File: config.mk
export PLATFORM = sky130hd
export DESIGN_NAME = plt_cell
export DESIGN_NICKNAME = d
export VERILOG_FILES = /design/src/rtl/plt_pkg.sv /design/src/rtl/plt_cell.sv
export SDC_FILE = /design/constraint.sdc
export NUM_CORES = 1
export LEC_CHECK = 0
export BUFFER_PORTS_ARGS = -buffer_cell sky130_fd_sc_hd__clkbuf_2
export CORE_ASPECT_RATIO = 1.1
export CORE_MARGIN = 2
export CORE_UTILIZATION = 35
export DETAILED_ROUTE_END_ITERATION = 12
export PLACE_DENSITY = 0.66
export SETUP_SLACK_MARGIN = 0.5
export SLEW_MARGIN = 15
export SYNTH_ARGS = -nofsm -noshare
export SYNTH_HDL_FRONTEND = slang
export SYNTH_SLANG_ARGS = --single-unit
File: constraint.sdc
create_clock -name clk -period 4.6 [get_ports clk]
set_clock_uncertainty 0.05 [all_clocks]
set_input_delay 0.23 -clock clk [delete_from_list [all_inputs] [get_ports clk]]
set_output_delay 0.23 -clock clk [all_outputs]
set_load 0.02 [all_outputs]
File: src/rtl/plt_pkg.sv
// ----------------------------------------------------------------------------
// Positional list table package
// Shared constants, operation codes and transaction types for the list table.
// ----------------------------------------------------------------------------
package plt_pkg;

  // Default number of list slots.
  localparam int PLT_CAPACITY = 64;

  // Fixed field widths of the request and response transactions.
  localparam int PLT_FUNC_W  = 3;
  localparam int PLT_POS_W   = 7;
  localparam int PLT_WORD_W  = 32;
  localparam int PLT_FIDX_W  = 6;
  localparam int PLT_COUNT_W = 7;

  // Operation codes carried in the request.
  typedef enum logic [PLT_FUNC_W-1:0] {
    FN_INSERT   = 3'd0,
    FN_APPEND   = 3'd1,
    FN_DELETE   = 3'd2,
    FN_LOCATE   = 3'd3,
    FN_RETRIEVE = 3'd4,
    FN_CLEAR    = 3'd5
  } plt_func_e;

  // Shift command broadcast to every cell.
  typedef enum logic [1:0] {
    CMD_NONE   = 2'd0,
    CMD_INSERT = 2'd1,
    CMD_REMOVE = 2'd2
  } plt_cmd_e;

  // Request transaction.
  typedef struct packed {
    logic [PLT_FUNC_W-1:0] func;
    logic [PLT_POS_W-1:0]  position;
    logic [PLT_WORD_W-1:0] value;
  } plt_req_t;

  // Response transaction.
  typedef struct packed {
    logic                   ok;
    logic [PLT_WORD_W-1:0]  word_out;
    logic [PLT_FIDX_W-1:0]  found_index;
    logic [PLT_COUNT_W-1:0] count;
  } plt_rsp_t;

endpackage

File: src/rtl/plt_cell.sv
// ----------------------------------------------------------------------------
// Positional list table cell
// Holds one list slot, shifts it with its neighbors on insert and remove, and
// passes a registered search probe on to the next cell every cycle.
// ----------------------------------------------------------------------------
module plt_cell
  import plt_pkg::*;
#(
  parameter int CAPACITY = PLT_CAPACITY,
  localparam int IDX_W = $clog2(CAPACITY),
  localparam int CNT_W = $clog2(CAPACITY + 1),
  localparam int CMD_W = 2 + IDX_W + PLT_WORD_W,
  localparam int PRB_W = 3 + 2 * IDX_W + PLT_WORD_W
) (
  input  logic                  clk,
  input  logic                  rst,
  input  logic [IDX_W-1:0]      cell_idx,
  input  logic [CNT_W-1:0]      list_count,
  input  logic [CMD_W-1:0]      cmd,
  input  logic [PLT_WORD_W-1:0] left_entry,
  input  logic [PLT_WORD_W-1:0] right_entry,
  output logic [PLT_WORD_W-1:0] entry,
  input  logic [PRB_W-1:0]      probe_in,
  output logic [PRB_W-1:0]      probe_out
);

  typedef struct packed {
    plt_cmd_e              op;
    logic [IDX_W-1:0]      pidx;
    logic [PLT_WORD_W-1:0] value;
  } plt_shift_t;

  typedef struct packed {
    logic                  valid;
    logic                  locate;
    logic                  hit;
    logic [IDX_W-1:0]      hit_idx;
    logic [IDX_W-1:0]      tgt;
    logic [PLT_WORD_W-1:0] data;
  } plt_probe_t;

  plt_shift_t sh;
  plt_probe_t pin;
  plt_probe_t probe_next;
  plt_probe_t probe_q;
  logic       in_list;

  assign sh        = plt_shift_t'(cmd);
  assign pin       = plt_probe_t'(probe_in);
  assign probe_out = PRB_W'(probe_q);
  assign in_list   = CNT_W'(cell_idx) < list_count;

  // Slot update: open a gap on insert, close it on remove.
  always_ff @(posedge clk) begin
    case (sh.op)
      CMD_INSERT: begin
        if (cell_idx > sh.pidx) begin
          entry <= left_entry;
        end else if (cell_idx == sh.pidx) begin
          entry <= sh.value;
        end
      end
      CMD_REMOVE: begin
        if (cell_idx >= sh.pidx) begin
          entry <= right_entry;
        end
      end
      default: begin
      end
    endcase
  end

  // Probe step: a locate takes the first match, a read picks up its target.
  always_comb begin
    probe_next = pin;
    if (pin.valid && in_list) begin
      if (pin.locate) begin
        if (!pin.hit && entry == pin.data) begin
          probe_next.hit     = 1'b1;
          probe_next.hit_idx = cell_idx;
        end
      end else if (pin.tgt == cell_idx) begin
        probe_next.hit  = 1'b1;
        probe_next.data = entry;
      end
    end
  end

  // Probe register; only the valid flag is control state.
  always_ff @(posedge clk) begin
    if (rst) begin
      probe_q.valid <= 1'b0;
    end else begin
      probe_q <= probe_next;
    end
  end

endmodule

# Word-level counts from Yosys, hierarchy flattened
# Index checks and enable logic that the tools add are counted.
[op_classes] mux=12 n_eq_ne=7 n_reduce_logical=5 order_cmp=3
[ops] op="$mux 32" count=6
[ops] op="$pmux 32 s2" count=1
[ops] op="$eq 32x32->1" count=1
[ops] op="$mux 7" count=2
[ops] op="$eq 6x6->1" count=2
[ops] op="$lt 6x7->1" count=1
[ops] op="$ge 6x6->1" count=1
[ops] op="$gt 6x6->1" count=1
[ops] op="$mux 6" count=1
[ops] op="$ne 3x3->1 const B" count=1
[ops] op="$reduce_and 3->1" count=1
[ops] op="$eq 2x1->1 const B" count=1
[ops] op="$eq 2x2->1 const B" count=1
[ops] op="$logic_and 1x1->1" count=2
[ops] op="$mux 1" count=2
[ops] op="$ne 2x2->1 const B" count=1
[ops] op="$reduce_bool 2->1" count=1
[ops] op="$logic_not 1->1" count=1
[word_totals] register_bits=79 elab_cells=34

# Logic depth before layout (Yosys ltp)
# Gate-level depths: netlist of run 1.
[logic_depth] depth_word=5 mapped_depth=9 ltp_nobuf=7

# Worst setup path after synthesis of run 1
# OpenSTA, ideal clock, no wires.
[synth_timing] path_type="input -> register" start="input cmd[35]" end="register entry[0], enable pin" path_buffers=1 path_stages=7 slack_ps=1322 t_arrival_ps=2796 path_cell_list="inv_1 -> ha_1 -> a21o_1 -> a21oi_1 -> o221a_2 -> clkbuf_1 -> a21oi_1"
[synth_via] elab_chain_len=3 word_cells_on_any_way=6 cone_classes="order compare (2); eq/ne (3); reduce/logical (1)"
[synth_lines] item="start: declaration" line="plt_cell.sv:19" source="input logic [CMD_W-1:0] cmd,"
[synth_lines] item="$gt 6x6->1, or another cell as far along" line="plt_cell.sv:57" source="if (cell_idx > sh.pidx) begin"
[synth_lines] item="$ne 3x3->1 (no source line) / $ne 2x2->1 (equally long branches)"
[synth_lines] item="$reduce_and 3->1 (no source line) (*)"
[synth_lines] item="end signal: assignment" line="plt_cell.sv:58" source="entry <= left_entry;"
[synth_lines] item="end signal: assignment" line="plt_cell.sv:60" source="entry <= sh.value;"
[synth_lines] item="end signal: assignment" line="plt_cell.sv:65" source="entry <= right_entry;"
[synth_lines] item="end: declaration" line="plt_cell.sv:22" source="output logic [PLT_WORD_W-1:0] entry,"
# Every way passes the cells marked *; elsewhere a longest branch is shown, timed or not.
# A chain may end at the register's enable or synchronous reset.

# Worst setup path after layout of run 1
[layout_timing] start="input cell_idx[3]" end="register entry[27], enable pin"
[layout_via] elab_chain_len=3 word_cells_on_any_way=6 cone_classes="order compare (2); eq/ne (3); reduce/logical (1)"
[layout_lines] item="start: declaration" line="plt_cell.sv:17" source="input logic [IDX_W-1:0] cell_idx,"
[layout_lines] item="$gt 6x6->1, or another cell as far along" line="plt_cell.sv:57"
[layout_lines] item="$ne 3x3->1 (no source line) / $ne 2x2->1 (equally long branches)"
[layout_lines] item="$reduce_and 3->1 (no source line) (*)"
# Marked as above.

==> results of run 1 <==
cell usage in the layout (no fill, tap or decap), drive strengths merged, types with 6 or more instances in the layout:
| master | instances |
|---|---|
| xor2 | 6 |
| a31oi | 32 |
| a21oi | 37 |
| edfxtp | 78 |
| clkbuf | 254 |
| ha | 11 |
| mux2 | 38 |
| nand4 | 8 |
| nor2 | 33 |
| inv | 16 |
| o21ai | 32 |
| xnor2 | 33 |
flip-flops by register name (all words and copies together), names as in the netlist:
| name | cells |
|---|---|
| probe_out | 47 |
| entry | 32 |
final cells by class:
cell class,instances,share of cell area
clock buffers,10,0.0377
flip-flops and latches,79,0.388
repair buffers,247,0.205
clock inverters,6,0.0140
inverters,16,0.00988
multi-input cells,256,0.314
well taps,154,0.0317
worst min path at each step:
stage               start                  endpoint  slack (ns)
global placement      rst  probe_out[46]$_SDFF_PP0_        0.37
global route          rst  probe_out[46]$_SDFF_PP0_        0.03
finish                rst  probe_out[46]$_SDFF_PP0_        0.04
detailed placement    rst  probe_out[46]$_SDFF_PP0_        0.37
CTS                   rst  probe_out[46]$_SDFF_PP0_        0.03
floorplan             rst  probe_out[46]$_SDFF_PP0_        0.25
Yosys cell counts (all sizes together):
master / n
buf: 5
edfxtp: 78
a2111oi: 1
a21o: 1
xor2: 6
dfxtp: 1
nand2: 2
and3: 2
nor4: 2
nand4: 8
a211o: 1
ha: 11
mux2: 38
and4: 1
nand2b: 3
a21oi: 37
o221a: 1
nor3: 3
inv: 16
clkbuf: 17
xnor2: 33
or3b: 1
o21ai: 32
nand4b: 1
nor2: 33
nor2b: 2
o221ai: 2
a31oi: 32
nand3: 3
worst max-delay path, stage by stage:
cell      delay (ns)
clkbuf_2        0.12
ha_1            0.34
a21o_1          0.13
a21oi_1         0.11
o221a_2         0.54
a21oi_4         0.94
per-stage QoR:
step	instances	total power [mW]	hold WS, ns	cell area [um^2]
2_1_floorplan	373	1.23	0.252	4380
3_3_place_gp	752	1.44	0.368	5770
3_5_place_dp	752	1.45	0.375	5770
4_1_cts	768	2.21	0.0262	6080
5_1_grt	768	2.28	0.0313	6080
6_report	768	2.19	0.0353	6080
power breakdown:
group	internal (mW)	leakage [nW]	total, mW	switching [mW]
Clock	0.473	0.148	0.753	0.280
Combinational	0.197	1.77	0.496	0.299
Sequential	0.889	0.758	0.941	0.0518
Total	1.56	2.68	2.19	0.630
kinds of logic after synthesis:
group                      share of synthesized area
AOI/OAI and AO/OA                              0.142
DFF                                            0.539
and+or+nand+nor                               0.0731
xor gates and xnor gates                      0.0779
buffers and inverters                         0.0337
muxes                                          0.103
adders and majority gates                     0.0314
metal layers:
| metal | share of wire | vias up | global-route usage | wire (um) |
|---|---|---|---|---|
| met2 | 0.50 | 234 | 0.367 | 7120 |
| met3 | 0.085 | 29 | 0.0629 | 1230 |
| li1 | - | 1876 | - | - |
| met4 | 0.024 | 0 | 0.0711 | 348 |
| met5 | 0 | - | 0 | 0 |
| met1 | 0.40 | 1851 | 0.251 | 5680 |
==> qor.yml, run 1 <==
critical_path:
  worst_setup_path_start_kind: "primary input"
  path_class: "primary input to flop"
  worstSetupEndpointType: "flop"
  rr_endpoint: "probe_out[42]$_DFFE_PN_"
  crit_path_start: "cell_idx[3]"
  path_max_fanout: 33
  rr_worst_depth: 5
  r2r_slack_ns: 2.16
  endpoint: "entry[27]$_DFFE_PP_"
  worstPathRequired_ns: 4.50
  cp.arrival_ns: 2.43
  worstReg2RegStart: "entry[22]$_DFFE_PP_"
clock_network:
  clock_latency_ns: 0.33
  cts_max_level: 3
  ctsHoldBuffers: 0
  cts.sinks: 79
  cts_tree: "yes"
  clockBufferDepth: 2
  post_cts_buffers: 0
  clkSlewWorstSetupHoldPaths_ns: 0.06
  ctsResizeCount: 0
  cts-root-buf: "clkbuf_16"
  cts_buffers: 9
floorplan:
  die_h_um: 121
  num_rows: 42
  die_area_um2: 13400
  start_util: 0.361
  core-area_um2: 12100
  io_pins: 245
  chipWidth_um: 111
timing:
  timing.final.crit_period_ns: 2.53
  final_max_slew_viol_count: 0
  period_share: 0.551
  fin_tns_setup_ns: 0
  hold_viol: 0
  rsz0062_at_grt: "no"
  finalSetupViolations: 0
  fin_ws_ns: 2.07
  tightestPinTransition_ns: 1.07
  slew-limit-headroom: 0.285
  max_freq_mhz: 395
finish:
  multiInputGateArea_um2: 1910
  n_antenna_cell: 0
  utilization: 0.501
  final.fill_count: 1098
  layout.area.seq_um2: 2360
  final_nets: 786
  drive_gt1_frac: 0.456
  syn_to_final_growth_pct: 38.7
global_routing:
  grt_use_total: 0.211
  grt_overflow: 0
  grt_pass1_wl_um: 21900
  grt_max_degree: 47
  antenna_found_initial: 0
  first_global_vias: 4127
yosys:
  synth_warnings: 0
  synth_nets: 550
  syn_area_um2: 4380
  ys_types: 35
  syn-instance-count: 373
  netlist_top_cells_area: "edfxtp_1, mux2_1, xnor2_1, a31oi_1, a21oi_1"
  ys_ff_latch: 79
  synth.top_cell.area_share: 0.534
  yosys.area.top_type: "edfxtp_1"
  avgSynthCellArea_um2: 11.8
  yosysSeqAreaShare: 0.539
worst_hold_path:
  min_path_cells: 2
  holdCritPathClass: "primary input to flop"
place:
  preCtsSetupSlack_ns: 1.71
  place.port_buffers: 244
  hpwl_um: 10900
  gp_congestion: 0.936
power_and_ir_drop:
  ir_drop_mv: 0.222
  p_leak_nw: 2.68
  power.density_nw_per_um2: 360
drt:
  vias_per_cell: 5.20
  drc: 0
  drt_iter0_drc: 191
  routed_wl_um: 14400
  wl_per_cell_um: 18.7
  ant_nets: 0
  drt_pass1_iterations: 5
  vias: 3990
status:
  status: "complete, no violations"
run:
  drv_cap: 0
No activity file was read; power rests on OpenSTA's default activity.
==> inputs of run 2 (changes only) <==
- clock period: 4.6 -> 2.65 ns (I/O delays scaled with it)
==> run 2 against run 1 <==
  * Clock power up 58%
  * Global-route usage up 0.38 points
  * First-iteration DRC count up 37%
  * Utilization up 1.7 points
  * Hold slack better by 0.015 ns
  * Non-clock buffer count up 21
  * Sequential power up 73%
  * Die area unchanged
  * Sequential share of layout area down 1.3 points
  * Critical path depth down 1
  * Highest routed layer unchanged
==> qor.yml, run 2 (synthesis gave the netlist of run 1 again) <==
critical_path:
  path_class: "flop to flop"
  worstPathRequired_ns: 2.68  # -1.82 ns
  worst_setup_path_start_kind: "flop"
  crit_path_start: "entry[0]$_DFFE_PP_"
  path_max_fanout: 6  # -82%
  cp.arrival_ns: 2.24  # -0.19 ns
  cp_slowest_cell: "edfxtp_1"
  cp_cell_sequence: "xnor2_1, nand4_1, a2111oi_4, nand4b_4, mux2_4"
  worstSetupEndpointType: "flop"
  rr_endpoint: "probe_out[43]$_DFFE_PN_"
  r2r_slack_ns: 0.44  # -1.72 ns
  rr_worst_depth: 5  # unchanged
  slowest_delay_ns: 0.43  # -0.51 ns
  cp_num_cells: 5  # -1
  worstReg2RegStart: "entry[0]$_DFFE_PP_"
  endpoint: "probe_out[43]$_DFFE_PN_"
  crit_family: "simple AND/OR/NAND/NOR gates"
  cp_num_buf_inv: 0  # -1
drt:
  drc: 0  # unchanged
  routed_wl_um: 14500  # +0.63%
  wl_per_cell_um: 18.3  # -2.0%
  ant_nets: 0  # unchanged
  vias_per_cell: 5.10  # -1.9%
  vias: 4022  # +0.80%
  drt_iter0_drc: 262  # +37%
  drt_pass1_iterations: 6  # +1
place:
  preCtsSetupSlack_ns: 0.149  # -1.56 ns
  hpwl_um: 11100  # +1.1%
  gp_congestion: 1.04  # +11%
  place.port_buffers: 244  # unchanged
finish:
  layout_commonest_cell: "clkbuf_2"
  final_nets: 808  # +2.8%
  layout_common_cells: "clkbuf_2, edfxtp_1, a21oi_1"
  final.fill_count: 1101  # +0.27%
  syn_to_final_growth_pct: 43.4
  drive_gt1_frac: 0.461  # +0.00539
  largest_reg_flops: 47  # unchanged
  n_antenna_cell: 0  # unchanged
timing:
  rsz0062_at_grt: "yes"
  timing.final.crit_period_ns: 2.21
  final_max_slew_viol_count: 0  # unchanged
  max_freq_mhz: 452
  slew-limit-headroom: 0.336  # +0.0501
  hold_viol: 0  # unchanged
  fin_ws_ns: 0.438  # -1.63 ns
  finalSetupViolations: 0  # unchanged
  fin_tns_setup_ns: 0  # unchanged
  period_share: 0.835
  holdWs_ns: 0.0502  # +0.0149 ns
  tightestPinTransition_ns: 0.997  # -0.0727 ns
run:
  drv_cap: 0  # unchanged
power_and_ir_drop:
  power.density_nw_per_um2: 594  # +65%
  p_leak_nw: 2.80  # +4.6%
  ir_drop_mv: 0.341  # +53%
  power.total_mw: 3.73  # +70%
global_routing:
  grt_pass1_wl_um: 22100  # +0.63%
  grt_use_total: 0.215  # +0.00378
  grt_overflow: 0  # unchanged
  grt_max_degree: 33  # -30%
  antenna_found_initial: 0  # unchanged
  first_global_vias: 4030  # -2.4%
clock_network:
  clockBufferDepth: 2  # unchanged
  cts-root-buf: "clkbuf_16"
  cts.sinks: 79  # unchanged
  cts_tree: "yes"
  clkSlewWorstSetupHoldPaths_ns: 0.06  # about the same
  clock_latency_ns: 0.34  # about the same
  cts_max_level: 3  # unchanged
  cts_buffers: 9  # unchanged
floorplan:
  io_pins: 245  # unchanged
  start_util: 0.361  # unchanged
  chipWidth_um: 111  # unchanged
  core-area_um2: 12100  # unchanged
  die_h_um: 121  # unchanged
  die_area_um2: 13400  # unchanged
  num_rows: 42  # unchanged
status:
  status: "complete, no violations"
worst_hold_path:
  hold_start: "probe_in[44]"
  holdCritPathClass: "primary input to flop"
-- run 2: cell types whose count changed in the layout (fill, tap and decap cells not counted), sizes merged --
cell / previous run / this run
clkinvlp: 2 / 0
a21oi: 37 / 38
bufinv: 2 / 1
clkbuf: 254 / 255
dlygate4sd3: 0 / 9
clkinv: 2 / 3
buf: 3 / 15
-- run 2: worst min path at each step --
stage,end,cells after the start
detailed placement,probe_out[46]$_SDFF_PP0_,2
CTS,probe_out[44]$_DFFE_PN_,2
global route,probe_out[44]$_DFFE_PN_,2
global placement,probe_out[46]$_SDFF_PP0_,2
finish,probe_out[44]$_DFFE_PN_,2
floorplan,probe_out[46]$_SDFF_PP0_,1
-- run 2: layer usage --
metal  wire [um]  vias up  GRT usage
li1            -     1914          -
met1        5850     1852      0.256
met2        7210      237      0.385
met3        1190       19     0.0524
met4         219        0     0.0633
met5           0        -          0
-- run 2: per-stage QoR --
stage          area (um^2)  instances   util
2_1_floorplan         4400        373      -
3_3_place_gp          5810        758  0.479
3_5_place_dp          5810        758  0.479
4_1_cts               6220        784  0.512
5_1_grt               6290        789  0.518
6_report              6290        789  0.518
-- run 2: layout make-up --
type	instances	area (um^2)	area share
Clock buffer	11	233	0.0370
Timing Repair Buffer	268	1430	0.228
Clock inverter	4	47.5	0.00756
Sequential cell	79	2360	0.376
Tap cell	154	193	0.0306
Multi-Input combinational cell	257	1960	0.312
Inverter	16	60.1	0.00955
-- run 2: repair_timing --
action                     4_1_cts  5_1_grt
setup endpoints to repair        6       70
gates resized for setup          3        5
setup buffers                    2        4
hold buffers                     9        0
pin swaps                        8        5
gates cloned                     0        1
hold endpoints to repair         8        0
-- run 2: report_power, final --
group / internal (mW) / switching, mW
clock: 0.722 / 0.472
combinational: 0.374 / 0.531
sequential: 1.54 / 0.0913
